**src/sv/clnb_pkg.sv**
```systemverilog
// ----------------------------------------------------------------------------
// clnb_pkg
// Types, codes and constants shared by the character LCD nibble interface.
// ----------------------------------------------------------------------------
package clnb_pkg;

    // Request codes carried in the cmd field.
    localparam logic [2:0] CMD_TICK  = 3'd0;
    localparam logic [2:0] CMD_BYTE  = 3'd1;
    localparam logic [2:0] CMD_CHAR  = 3'd2;
    localparam logic [2:0] CMD_GOTO  = 3'd3;
    localparam logic [2:0] CMD_CLEAR = 3'd4;
    localparam logic [2:0] CMD_INIT  = 3'd5;

    // Configuration register indexes.
    localparam logic [2:0] REG_TICKS_PER_US  = 3'd0;
    localparam logic [2:0] REG_CMD_WAIT_US   = 3'd1;
    localparam logic [2:0] REG_CLEAR_WAIT_US = 3'd2;
    localparam logic [2:0] REG_CHAR_PHASE_US = 3'd3;
    localparam logic [2:0] REG_POWER_WAIT_US = 3'd4;
    localparam logic [2:0] REG_PULSE_US      = 3'd5;

    localparam int CFG_DATA_W = 18;
    localparam int US_W       = 18;
    localparam int WAIT_W     = 26;

    localparam logic [US_W-1:0] INIT_FIRST_EXTRA_US = 18'd5000;
    localparam logic [US_W-1:0] INIT_EXTRA_US       = 18'd105;
    localparam logic [US_W-1:0] CLEAR_EXTRA_US      = 18'd2000;

    localparam logic [7:0] CURSOR_BASE = 8'h80;
    localparam logic [7:0] CLEAR_BYTE  = 8'h01;

    localparam logic [3:0] INIT_LEN  = 4'd8;
    localparam logic [3:0] CLEAR_LEN = 4'd2;
    localparam logic [3:0] SINGLE_LEN = 4'd1;
    localparam logic [3:0] INIT_LAST_EXTRA_STEP = 4'd3;

    typedef enum logic [2:0] {
        PH_IDLE    = 3'd0,
        PH_SETUP   = 3'd1,
        PH_HI_EN   = 3'd2,
        PH_HI_FALL = 3'd3,
        PH_LO_EN   = 3'd4,
        PH_LO_FALL = 3'd5,
        PH_EXTRA   = 3'd6,
        PH_POWER   = 3'd7
    } t_phase;

    typedef enum logic [1:0] {
        KIND_NONE   = 2'd0,
        KIND_SINGLE = 2'd1,
        KIND_CLEAR  = 2'd2,
        KIND_INIT   = 2'd3
    } t_kind;

    typedef struct packed {
        logic [2:0] cmd;
        logic [7:0] value;
        logic       row;
        logic [5:0] col;
    } t_in;

    typedef struct packed {
        logic [3:0] lcd_nibble;
        logic       reg_select;
        logic       read_write;
        logic       enable;
        logic       busy_res;
        logic       rejected;
    } t_out;

    typedef struct packed {
        logic [7:0]  ticks_per_us;
        logic [9:0]  cmd_wait_us;
        logic [13:0] clear_wait_us;
        logic [13:0] char_phase_us;
        logic [17:0] power_wait_us;
        logic [6:0]  pulse_us;
    } t_cfg;

    // Power-on command bytes of the init sequence.
    function automatic logic [7:0] init_byte(input logic [2:0] idx);
        logic [7:0] b;
        case (idx)
            3'd0:    b = 8'h30;
            3'd1:    b = 8'h30;
            3'd2:    b = 8'h30;
            3'd3:    b = 8'h20;
            3'd4:    b = 8'h28;
            3'd5:    b = 8'h06;
            3'd6:    b = 8'h01;
            3'd7:    b = 8'h0F;
            default: b = 8'h00;
        endcase
        return b;
    endfunction

endpackage

```
**src/sv/char_lcd_nibble_interface.sv**
```systemverilog
// ----------------------------------------------------------------------------
// char_lcd_nibble_interface
// Character LCD controller driving a 4-bit write-only display bus.
// ----------------------------------------------------------------------------
// Every accepted item, request or tick, yields exactly one pin result. An
// item is taken into an input register, the sequencer advances its state by
// one clock of display time and forms the pin levels in the same cycle, and
// the result lands in an output register. One item
// is accepted every cycle while the output side keeps up. The path between
// the two registers holds the next-phase selection and one 18 x 8 multiply
// that turns a microsecond figure into the tick count of the new phase.
// Requests that arrive while a sequence runs are reported as rejected.
module char_lcd_nibble_interface
    import clnb_pkg::*;
#(
    parameter int COLUMNS = 40
)
(
    input  logic                  i_clk,
    input  logic                  i_rst_n,
    input  logic                  i_in_valid,
    output logic                  o_in_stall,
    input  t_in                   i_in_data,
    output logic                  o_out_valid,
    input  logic                  i_out_stall,
    output t_out                  o_out_data,
    input  logic                  i_cfg_valid,
    output logic                  o_cfg_ready,
    input  logic [2:0]            i_cfg_index,
    input  logic [CFG_DATA_W-1:0] i_cfg_data
);

    logic r_in_valid;
    t_in  r_in;
    logic r_out_valid;
    t_out r_out;
    logic w_fire;
    t_cfg w_cfg;
    t_out w_res;

    assign o_cfg_ready = 1'b1;
    assign w_fire      = r_in_valid && (!r_out_valid || !i_out_stall);
    assign o_in_stall  = r_in_valid && !w_fire;

    clnb_cfg u_cfg (
        .i_clk   (i_clk),
        .i_rst_n (i_rst_n),
        .i_we    (i_cfg_valid && o_cfg_ready),
        .i_index (i_cfg_index),
        .i_data  (i_cfg_data),
        .o_cfg   (w_cfg)
    );

    clnb_seq #(
        .COLUMNS (COLUMNS)
    ) u_seq (
        .i_clk   (i_clk),
        .i_rst_n (i_rst_n),
        .i_fire  (w_fire),
        .i_item  (r_in),
        .i_cfg   (w_cfg),
        .o_res   (w_res)
    );

    always_ff @(posedge i_clk) begin
        if (!i_rst_n) begin
            r_in_valid <= 1'b0;
        end else if (i_in_valid && !o_in_stall) begin
            r_in_valid <= 1'b1;
        end else if (w_fire) begin
            r_in_valid <= 1'b0;
        end
    end

    always_ff @(posedge i_clk) begin
        if (i_in_valid && !o_in_stall) begin
            r_in <= i_in_data;
        end
    end

    always_ff @(posedge i_clk) begin
        if (!i_rst_n) begin
            r_out_valid <= 1'b0;
        end else if (w_fire) begin
            r_out_valid <= 1'b1;
        end else if (!i_out_stall) begin
            r_out_valid <= 1'b0;
        end
    end

    always_ff @(posedge i_clk) begin
        if (w_fire) begin
            r_out <= w_res;
        end
    end

    assign o_out_valid = r_out_valid;
    assign o_out_data  = r_out;

    // A result only appears after an item sat in the input register.
    a_out_from_in: assert property (@(posedge i_clk) disable iff (!i_rst_n)
        $rose(o_out_valid) |-> $past(r_in_valid))
        else $error("char_lcd_nibble_interface: result without an input item");

    a_fire_room: assert property (@(posedge i_clk) disable iff (!i_rst_n)
        (r_out_valid && i_out_stall) |-> !w_fire)
        else $error("char_lcd_nibble_interface: result overwritten while stalled");

    a_enable_busy: assert property (@(posedge i_clk) disable iff (!i_rst_n)
        (o_out_valid && o_out_data.enable) |-> o_out_data.busy_res)
        else $error("char_lcd_nibble_interface: enable strobe outside a sequence");

endmodule

```
**src/sv/clnb_cfg.sv**
```systemverilog
// ----------------------------------------------------------------------------
// clnb_cfg
// Timing configuration registers, written through the configuration port.
// ----------------------------------------------------------------------------
module clnb_cfg
    import clnb_pkg::*;
(
    input  logic                  i_clk,
    input  logic                  i_rst_n,
    input  logic                  i_we,
    input  logic [2:0]            i_index,
    input  logic [CFG_DATA_W-1:0] i_data,
    output t_cfg                  o_cfg
);

    t_cfg r_cfg;

    always_ff @(posedge i_clk) begin
        if (!i_rst_n) begin
            r_cfg.ticks_per_us  <= 8'd16;
            r_cfg.cmd_wait_us   <= 10'd40;
            r_cfg.clear_wait_us <= 14'd2000;
            r_cfg.char_phase_us <= 14'd1000;
            r_cfg.power_wait_us <= 18'd120000;
            r_cfg.pulse_us      <= 7'd1;
        end else if (i_we) begin
            case (i_index)
                REG_TICKS_PER_US:  r_cfg.ticks_per_us  <= i_data[7:0];
                REG_CMD_WAIT_US:   r_cfg.cmd_wait_us   <= i_data[9:0];
                REG_CLEAR_WAIT_US: r_cfg.clear_wait_us <= i_data[13:0];
                REG_CHAR_PHASE_US: r_cfg.char_phase_us <= i_data[13:0];
                REG_POWER_WAIT_US: r_cfg.power_wait_us <= i_data[17:0];
                REG_PULSE_US:      r_cfg.pulse_us      <= i_data[6:0];
                default: ;
            endcase
        end
    end

    assign o_cfg = r_cfg;

endmodule

```
**src/sv/clnb_seq.sv**
```systemverilog
// ----------------------------------------------------------------------------
// clnb_seq
// Pin sequencer: phase, wait counter and byte sequence state, advanced once
// per processed item, with the pin result formed from the new state.
// ----------------------------------------------------------------------------
module clnb_seq
    import clnb_pkg::*;
#(
    parameter int COLUMNS = 40
)
(
    input  logic i_clk,
    input  logic i_rst_n,
    input  logic i_fire,
    input  t_in  i_item,
    input  t_cfg i_cfg,
    output t_out o_res
);

    t_phase            r_phase, n_phase;
    t_kind             r_kind,  n_kind;
    logic [WAIT_W-1:0] r_wait,  n_wait;
    logic [7:0]        r_byte,  n_byte;
    logic              r_rs,    n_rs;
    logic [3:0]        r_step,  n_step;

    logic              w_request;
    logic              w_rejected;
    logic              w_load;
    logic              w_start;
    logic [3:0]        w_step1;
    logic [3:0]        w_len;
    logic              w_extra;
    logic [5:0]        w_col;
    logic [US_W-1:0]   w_us;
    logic [WAIT_W-1:0] w_ticks;
    logic              w_drive;

    assign w_request = (i_item.cmd == CMD_BYTE) || (i_item.cmd == CMD_CHAR) ||
                       (i_item.cmd == CMD_GOTO) || (i_item.cmd == CMD_CLEAR) ||
                       (i_item.cmd == CMD_INIT);
    assign w_step1   = r_step + 4'd1;
    assign w_col     = (i_item.col > 6'(COLUMNS - 1)) ? 6'(COLUMNS - 1) : i_item.col;

    always_comb begin
        case (r_kind)
            KIND_INIT:  w_len = INIT_LEN;
            KIND_CLEAR: w_len = CLEAR_LEN;
            default:    w_len = SINGLE_LEN;
        endcase
        case (r_kind)
            KIND_CLEAR: w_extra = (r_step == 4'd0);
            KIND_INIT:  w_extra = (r_step <= INIT_LAST_EXTRA_STEP);
            default:    w_extra = 1'b0;
        endcase
    end

    // Next state. w_start begins the byte at step n_step of the current sequence.
    always_comb begin
        n_phase    = r_phase;
        n_kind     = r_kind;
        n_wait     = r_wait;
        n_byte     = r_byte;
        n_rs       = r_rs;
        n_step     = r_step;
        w_load     = 1'b0;
        w_start    = 1'b0;
        w_rejected = 1'b0;
        if (r_phase != PH_IDLE) begin
            w_rejected = w_request;
            if (r_wait != '0) begin
                n_wait = r_wait - WAIT_W'(1);
            end else begin
                case (r_phase)
                    PH_SETUP: begin
                        n_phase = PH_HI_EN;
                        w_load  = 1'b1;
                    end
                    PH_HI_EN: begin
                        n_phase = PH_HI_FALL;
                        w_load  = 1'b1;
                    end
                    PH_HI_FALL: begin
                        n_phase = PH_LO_EN;
                        w_load  = 1'b1;
                    end
                    PH_LO_EN: begin
                        n_phase = PH_LO_FALL;
                        w_load  = 1'b1;
                    end
                    PH_LO_FALL, PH_EXTRA: begin
                        if (r_phase == PH_LO_FALL && w_extra) begin
                            n_phase = PH_EXTRA;
                            w_load  = 1'b1;
                        end else if (w_step1 < w_len) begin
                            n_step  = w_step1;
                            w_start = 1'b1;
                        end else begin
                            n_phase = PH_IDLE;
                            n_wait  = '0;
                            n_step  = 4'd0;
                            n_kind  = KIND_NONE;
                        end
                    end
                    PH_POWER: begin
                        n_step  = 4'd0;
                        w_start = 1'b1;
                    end
                    default: begin
                        n_phase = PH_IDLE;
                    end
                endcase
            end
        end else if (w_request) begin
            n_step = 4'd0;
            case (i_item.cmd)
                CMD_BYTE, CMD_CHAR: begin
                    n_kind  = KIND_SINGLE;
                    n_byte  = i_item.value;
                    n_rs    = (i_item.cmd == CMD_CHAR);
                    n_phase = PH_SETUP;
                    w_load  = 1'b1;
                end
                CMD_GOTO: begin
                    n_kind  = KIND_SINGLE;
                    n_byte  = CURSOR_BASE | ({1'b0, i_item.row, 6'd0} + {2'b00, w_col});
                    n_rs    = 1'b0;
                    n_phase = PH_SETUP;
                    w_load  = 1'b1;
                end
                CMD_CLEAR: begin
                    n_kind  = KIND_CLEAR;
                    w_start = 1'b1;
                end
                default: begin
                    n_kind  = KIND_INIT;
                    n_rs    = 1'b0;
                    n_phase = PH_POWER;
                    w_load  = 1'b1;
                end
            endcase
        end
        if (w_start) begin
            if (n_kind == KIND_INIT) begin
                n_byte = init_byte(n_step[2:0]);
                n_rs   = 1'b0;
            end else if (n_kind == KIND_CLEAR) begin
                n_byte = (n_step == 4'd0) ? CLEAR_BYTE : CURSOR_BASE;
                n_rs   = 1'b0;
            end
            n_phase = PH_SETUP;
            w_load  = 1'b1;
        end
        if (w_load) begin
            n_wait = (w_ticks == '0) ? '0 : w_ticks - WAIT_W'(1);
        end
    end

    // Length in microseconds of the phase being entered.
    always_comb begin
        if (n_phase == PH_POWER) begin
            w_us = i_cfg.power_wait_us;
        end else if (n_phase == PH_EXTRA) begin
            if (n_kind == KIND_CLEAR) begin
                w_us = CLEAR_EXTRA_US;
            end else begin
                w_us = (n_step == 4'd0) ? INIT_FIRST_EXTRA_US : INIT_EXTRA_US;
            end
        end else if (n_rs) begin
            w_us = US_W'(i_cfg.char_phase_us);
        end else if (n_phase == PH_LO_FALL) begin
            w_us = (n_byte < 8'd4) ? US_W'(i_cfg.clear_wait_us) : US_W'(i_cfg.cmd_wait_us);
        end else begin
            w_us = US_W'(i_cfg.pulse_us);
        end
    end

    assign w_ticks = {8'd0, w_us} * {18'd0, i_cfg.ticks_per_us};

    always_ff @(posedge i_clk) begin
        if (!i_rst_n) begin
            r_phase <= PH_IDLE;
            r_kind  <= KIND_NONE;
            r_wait  <= '0;
            r_byte  <= 8'd0;
            r_rs    <= 1'b0;
            r_step  <= 4'd0;
        end else if (i_fire) begin
            r_phase <= n_phase;
            r_kind  <= n_kind;
            r_wait  <= n_wait;
            r_byte  <= n_byte;
            r_rs    <= n_rs;
            r_step  <= n_step;
        end
    end

    assign w_drive = (n_phase >= PH_SETUP) && (n_phase <= PH_LO_FALL);

    always_comb begin
        o_res            = '0;
        o_res.rejected   = w_rejected;
        o_res.busy_res   = (n_phase != PH_IDLE);
        o_res.read_write = 1'b0;
        if (w_drive) begin
            o_res.lcd_nibble = (n_phase <= PH_HI_FALL) ? n_byte[7:4] : n_byte[3:0];
            o_res.reg_select = n_rs;
            o_res.enable     = (n_phase == PH_HI_EN) || (n_phase == PH_LO_EN);
        end
    end

    // The idle state carries no pending wait and no open sequence.
    a_idle_no_wait: assert property (@(posedge i_clk) disable iff (!i_rst_n)
        (r_phase == PH_IDLE) |-> (r_wait == '0))
        else $error("clnb_seq: wait count left over in idle");

    a_idle_kind: assert property (@(posedge i_clk) disable iff (!i_rst_n)
        (r_phase == PH_IDLE) == (r_kind == KIND_NONE))
        else $error("clnb_seq: sequence kind disagrees with idle phase");

    a_step_range: assert property (@(posedge i_clk) disable iff (!i_rst_n)
        r_step < INIT_LEN)
        else $error("clnb_seq: sequence step past the last byte");

    a_reject_busy: assert property (@(posedge i_clk) disable iff (!i_rst_n)
        (i_fire && o_res.rejected) |-> (r_phase != PH_IDLE))
        else $error("clnb_seq: request rejected while idle");

endmodule

```
**config.mk**
```make
export PLATFORM = sky130hd
export DESIGN_NAME = char_lcd_nibble_interface
export DESIGN_NICKNAME = d
export VERILOG_FILES = /design/src/sv/clnb_pkg.sv /design/src/sv/char_lcd_nibble_interface.sv /design/src/sv/clnb_cfg.sv /design/src/sv/clnb_seq.sv
export SDC_FILE = /design/constraint.sdc
export NUM_CORES = 1
export LEC_CHECK = 0
export ABC_AREA = 0
export BUFFER_PORTS_ARGS = -buffer_cell sky130_fd_sc_hd__buf_2
export CORE_AREA = 2 2 132 159
export CTS_BUF_LIST = sky130_fd_sc_hd__clkbuf_2 sky130_fd_sc_hd__clkbuf_4 sky130_fd_sc_hd__clkbuf_8
export DETAILED_ROUTE_END_ITERATION = 6
export DIE_AREA = 0 0 134 161
export GPL_ROUTABILITY_DRIVEN = 0
export PLACE_DENSITY = 0.82
export SLEW_MARGIN = 20
export SYNTH_ARGS = -nofsm -noshare
export SYNTH_HDL_FRONTEND = slang
export SYNTH_SLANG_ARGS = --single-unit
```
**constraint.sdc**
```tcl
create_clock -name i_clk -period 11.7 [get_ports i_clk]
set_clock_uncertainty 0.15 [all_clocks]
set_input_delay 0.585 -clock i_clk [delete_from_list [all_inputs] [get_ports i_clk]]
set_output_delay 0.585 -clock i_clk [all_outputs]
set_load 0.005 [all_outputs]
```
==> results by group, run 1 <==
Synthesis
  • Synth top area share: 18.30%
  • Cell count after synthesis: 1573
  • Post-synthesis register bit count: 143
  • Post-Synth XOR/XNOR Area: 3.216%
  • Primary FF master, synth: dfxtp_1
  • Post-synthesis async set-or-reset flop share: 0%
  • Synth cell count leaders: nand2_1, inv_1, dfxtp_1
  • Mux cell area share after synthesis: 1.339%
  • Net Count, Synth: 1767
  • Syn Area/Cell: 8.137 um2
  • Yosys warnings: 0
  • Post-Synth Simple-Gate Area: 25.40%
  • Cell Area, Synth: 12800 um2
  • Post-synth EDFFs: 26
  • Synth Area in Compound Gates: 18.78%
  • Top post-synthesis cells by area: dfxtp_1, fa_1, nand2_1
  • Main combinational cell family by area after synthesis: simple AND/OR/NAND/NOR gates
  • Synth area leader: dfxtp_1
  • Top-count cell post-synth: nand2_1
  • Adder-cell area share of the yosys netlist: 20.29%
  • Netlist cell types: 94
  • Sequential area share after synthesis: 24.40%

Power
  • Psw: 0.7047 mW
  • Sequential power share: 33.7%
  • Cell Int Power: 0.9537 mW
  • Clock power share: 23.9%
  • Lkg Pwr: 6.020 nW
  • VDD IR max: 0.00009200 V
  • Comb power frac: 42.4%
  • Overall power: 1.658 mW
  • Power density cells: 121.3 nW/um2
  • Sw frac: 42.49%

Die
  • Die ar.: 21570 um2
  • CORE AREA: 20040 um2
  • Height of the chip: 161 um
  • IO Count: 56
  • Die Width: 134 um
  • Row Count: 57
  • Initial Utilization: 63.87%

Timing
  • Tightest Pin Transition: 1.135 ns
  • Max Slew Vio Count: 0
  • Relative slew margins: 23.74%
  • Final hold viol count: 0
  • Fmax: 89.78 MHz
  • Hold WS: 0.1161 ns
  • Final period util: 95.20%
  • Final Critical Period: 11.14 ns
  • TNS Setup: 0 ns
  • Setup slack after layout: 0.5618 ns
  • Final setup viols: 0

Route
  • Drt wl/cell: 17.27 um
  • Initial DRC count: 996
  • Final wirelength: 32.30 mm
  • Post-route ant nets: 0
  • DR DRC count: 0
  • DRT Pass-1 Iters: 6
  • Via count: 11501
  • Vias per cell: 6.150

Outcome
  • Status: finished, final reports clean

Hold path
  • Hold Crit Depth: 1
  • HP Class: in -> reg

Critical path
  • CP Launch Type: register
  • Delay-heaviest family, CP: compound AO/OA/AOI/OAI gates
  • CP bufs+invs: 6
  • R2r worst-path depth: 38
  • Critical Path End Type: register
  • Critical path's largest stage delay: 0.57 ns
  • Slowest stage cell, crit path: or4_1
  • Crit Path Category: reg -> reg
  • CP required: 11.93 ns
  • Cell mode on critical path: inv_1
  • Crit path depth: 38
  • Worst Path Max Fanout: 10
  • Worst Path Arrival: 11.37 ns

GRT
  • Tot GR Track Use: 30.77%
  • Largest net degree at the start of global routing: 92
  • Initial antenna violation count: 0
  • First-pass GRT wire length: 54.23 mm
  • Vias in the first global route: 11527
  • Grt total ovfl: 0

Place
  • Dpl hpwl: 24.10 mm
  • Pre-CTS setup slack: 0.1400 ns
  • I/O Buffers: 53

Layout
  • Share of layout cells above drive strength 1: 9.034%
  • Synthesis-to-layout area growth: 6.842%
  • Final nets: 1786
  • Final Util: 68.24%
  • Number of diodes: 0

Clock tree
  • CTS Root Buffer Type: clkbuf_8
  • Clock latency on the worst-skew pair: 0.49 ns
  • Clock sink count: 143
  • TritonCTS clock tree: yes
  • CTS Buffer Depth: 2
  • H-Tree Depth: 4
  • Setup bufs post-CTS: 0
  • Hold-fix buffers, CTS: 0
  • Clk slew on worst S/H paths: 0.10 ns
  • Total CTS buffers: 17

Run
  • Max cap viols: 0
sequential cells by signal, summed over array words and instances (netlist names):
register       count
u_cfg.o_cfg       71
u_seq.r_wait      26
r_in              18
o_out_data         8
u_seq.r_byte       8
u_seq.r_step       4
u_seq.r_phase      3
u_seq.r_kind       2
o_out_valid        1
r_in_valid         1
u_seq.r_rs         1
timing repair:
action / 4_1_cts / 5_1_grt
setup endpoints to repair: 0 / 26
endpoints found under the hold margin: 0 / 0
resized for setup: 0 / 11
layout by cell type, fill, tap and decap left out, drive strengths merged, types with 21 or more instances in the layout:
cell type  instances
a21boi            61
a21oi             64
and2              71
buf               69
dfxtp            117
edfxtp            26
fa                96
ha                54
inv              158
nand2            262
nand3             52
nor2             109
nor2b             21
nor3              29
o21ai             50
xnor2             25
xor2              22
power by group through the flow:
stage               registers (mW)  clock network [mW]  logic (mW)
floorplan                    0.558                   0       0.517
detailed placement           0.569                   0       0.679
CTS                          0.558               0.397       0.682
finish                       0.559               0.397       0.703
global route                 0.562               0.418       0.777
global placement             0.568                   0       0.659
kinds of logic after synthesis:
kind of cell    after synthesis
simple gates                661
compound gates              337
buf+inv                     217
fa+ha+maj                   150
flops                       143
xor+xnor                     47
mux                          16
other cells                   2
layout make-up:
class                   instances  area [um2]
multi-input cells            1213        8897
fillers                      1653        6365
flip-flops and latches        143        3123
inverters                     148       555.5
repair buffers                 69       385.4
well taps                     265       331.6
clock buffers                  18       241.5
clock inverters                14       141.4
through the flow:
stage               cells  area [um2]
floorplan            1573       12800
global placement     1838       13250
detailed placement   1838       13250
CTS                  1870       13630
global route         1870       13680
finish               1870       13680
final timing paths:
check / slack (ns) / end / startpoint
max: 0.56 / u_seq.r_wait[21] / u_seq.r_step[0]
min: 0.12 / r_in[16] / i_in_data[16]
max reg2reg: 0.56 / u_seq.r_wait[21] / u_seq.r_step[0]
min reg2reg: 0.32 / u_cfg.o_cfg[10] / u_cfg.o_cfg[10]
per-layer routing:
| layer | GRT usage (%) | vias to the layer above | routed length [um] | part of all wire, % |
|---|---|---|---|---|
| met2 | 54.99 | 437 | 16510 | 51 |
| met1 | 36.67 | 5523 | 12930 | 40 |
| met4 | 13.15 | 0 | 1098 | 3.4 |
| met3 | 4.708 | 118 | 1761 | 5.5 |
| met5 | 0 | - | 0 | 0 |
| li1 | - | 5423 | - | - |
(Power assumes the default switching activity.)
==> inputs of run 2 (changes only) <==
--- a/config.mk
+++ b/config.mk
@@ -13,6 +13,7 @@
 export DIE_AREA = 0 0 134 161
 export GPL_ROUTABILITY_DRIVEN = 0
 export PLACE_DENSITY = 0.82
+export REMOVE_ABC_BUFFERS = 1
 export SLEW_MARGIN = 20
 export SYNTH_ARGS = -nofsm -noshare
 export SYNTH_HDL_FRONTEND = slang
==> results by group, run 2 (synthesized netlist as in run 1, its figures left out) <==
Critical path
  • Delay-heaviest family, CP: compound AO/OA/AOI/OAI gates
  • R2R setup slack: 0.43 ns
  • Crit Path Category: reg -> reg
  • Critical path's largest stage delay: 0.57 ns
  • Worst Path Max Fanout: 8
  • RR Endpoint: u_seq.r_wait[23]
  • CP bufs+invs: 5
  • CP Launch Type: register
  • Worst reg2reg path startpoint: u_seq.r_step[0]
  • CP required: 11.95 ns
  • Slowest stage cell, crit path: or4_1
  • R2r worst-path depth: 37
  • Critical Path End Type: register
  • Worst Path Arrival: 11.53 ns

Place
  • Dpl hpwl: 24.92 mm
  • Placed inst area: 13250 um2
  • Inst Count DP: 1838
  • I/O Buffers: 53

Layout
  • Most frequent cells in the layout: nand2_1, inv_1, dfxtp_1
  • Share of layout cells above drive strength 1: 9.559%
  • Synthesis-to-layout area growth: 7.674%
  • Design area: 13780 um2
  • Number of diodes: 0
  • Filler instances: 1610
  • Commonest non-fill, non-tap cell in the layout: nand2_1
  • Final nets: 1792
  • Non-filler cells, final: 1876
  • Largest register FFs: 71

Route
  • DR DRC count: 0
  • Drt wl/cell: 18.18 um
  • Initial DRC count: 1089
  • Vias per cell: 6.274
  • Final wirelength: 34.12 mm
  • Post-route ant nets: 0
  • Via count: 11770
  • DRT Pass-1 Iters: 6

Power
  • Clock power share: 24.4%
  • Sequential power share: 32.6%
  • Psw: 0.7263 mW
  • Power density cells: 124.3 nW/um2
  • Comb power frac: 43.0%
  • Sw frac: 42.38%
  • Lkg Pwr: 6.073 nW
  • VDD IR max: 0.00007986 V
  • Cell Int Power: 0.9873 mW

GRT
  • Grt total ovfl: 0
  • Vias in the first global route: 11544
  • Tot GR Track Use: 32.12%
  • First-pass GRT wire length: 56.02 mm
  • Largest net degree at the start of global routing: 84
  • Initial antenna violation count: 0

Hold path
  • Hold Path Sink: r_in[17]
  • Hold Crit Depth: 1
  • Hold_sp: i_in_data[17]
  • HP Class: in -> reg

Run
  • Max cap viols: 0

Clock tree
  • Clk slew on worst S/H paths: 0.10 ns
  • Total CTS buffers: 17
  • CTS Buffer Depth: 2
  • TritonCTS clock tree: yes
  • Clock latency on the worst-skew pair: 0.47 ns
  • H-Tree Depth: 4
  • CTS Root Buffer Type: clkbuf_8
  • Clock sink count: 143

Die
  • Initial Utilization: 63.87%
  • IO Count: 56
  • Die ar.: 21570 um2
  • Height of the chip: 161 um
  • Row Count: 57
  • Die Width: 134 um
  • CORE AREA: 20040 um2

Timing
  • Max Slew Vio Count: 0
  • Tightest Pin Transition: 1.094 ns
  • Final Critical Period: 11.27 ns
  • Final period util: 96.33%
  • Final hold viol count: 0
  • Fmax: 88.73 MHz
  • Relative slew margins: 26.81%
  • Final setup viols: 0

Outcome
  • Status: finished, final reports clean
[run 2: area by class of cell]
class,instances,area [um2],share of cell area [%]
clock inverters,15,175.2,1.271
flip-flops and latches,143,3123,22.66
inverters,148,555.5,4.031
multi-input cells,1214,8940,64.87
well taps,265,331.6,2.406
clock buffers,17,234.0,1.698
repair buffers,74,422.9,3.069
[run 2: repair_timing]
| item | CTS | global route |
|---|---|---|
| pin swaps | 0 | 2 |
| hold buffers | 0 | 0 |
| setup buffers | 0 | 5 |
| gates resized for setup | 1 | 16 |
| cloned | 0 | 1 |
| setup endpoints to repair | 5 | 26 |
[run 2: metrics by stage]
step	setup TNS [ns]	power, mW	util, %	hold slack [ns]	worst slack (ns)
finish	0	1.714	68.77	0.1402	0.4297
global route	-0.7198	1.812	68.77	0.1323	-0.1216
CTS	0	1.674	68.20	0.1320	0.2021
detailed placement	0	1.257	66.13	0.3064	0.1047
global placement	0	1.236	66.10	0.2999	0.6046
floorplan	0	1.055	-	0.2800	1.192
[run 2: routing by layer]
metal | GRT usage (%) | routed length (um) | vias to the layer above
met5 | 0 | 0 | -
met3 | 4.677 | 2474 | 144
met2 | 52.56 | 16330 | 611
met4 | 17.21 | 1658 | 0
met1 | 41.22 | 13660 | 5567
li1 | - | - | 5448
[run 2: worst max path at each step]
stage                         start          endpoint  slack [ns]  depth (start not counted)
floorplan           u_seq.r_step[0]  u_seq.r_wait[21]        1.19                         38
global placement    u_seq.r_step[0]  u_seq.r_wait[17]        0.60                         38
detailed placement  u_seq.r_step[0]  u_seq.r_wait[17]        0.10                         38
CTS                 u_seq.r_step[0]   u_seq.r_wait[2]        0.20                         38
global route        u_seq.r_step[0]   u_seq.r_wait[2]       -0.12                         37
finish              u_seq.r_step[0]  u_seq.r_wait[23]        0.43                         37
[run 2: power groups by stage]
stage	sequential, mW	clock [mW]	combinational [mW]
global placement	0.568	0	0.668
global route	0.563	0.443	0.806
detailed placement	0.569	0	0.687
finish	0.559	0.418	0.736
CTS	0.558	0.423	0.694
floorplan	0.561	0	0.494
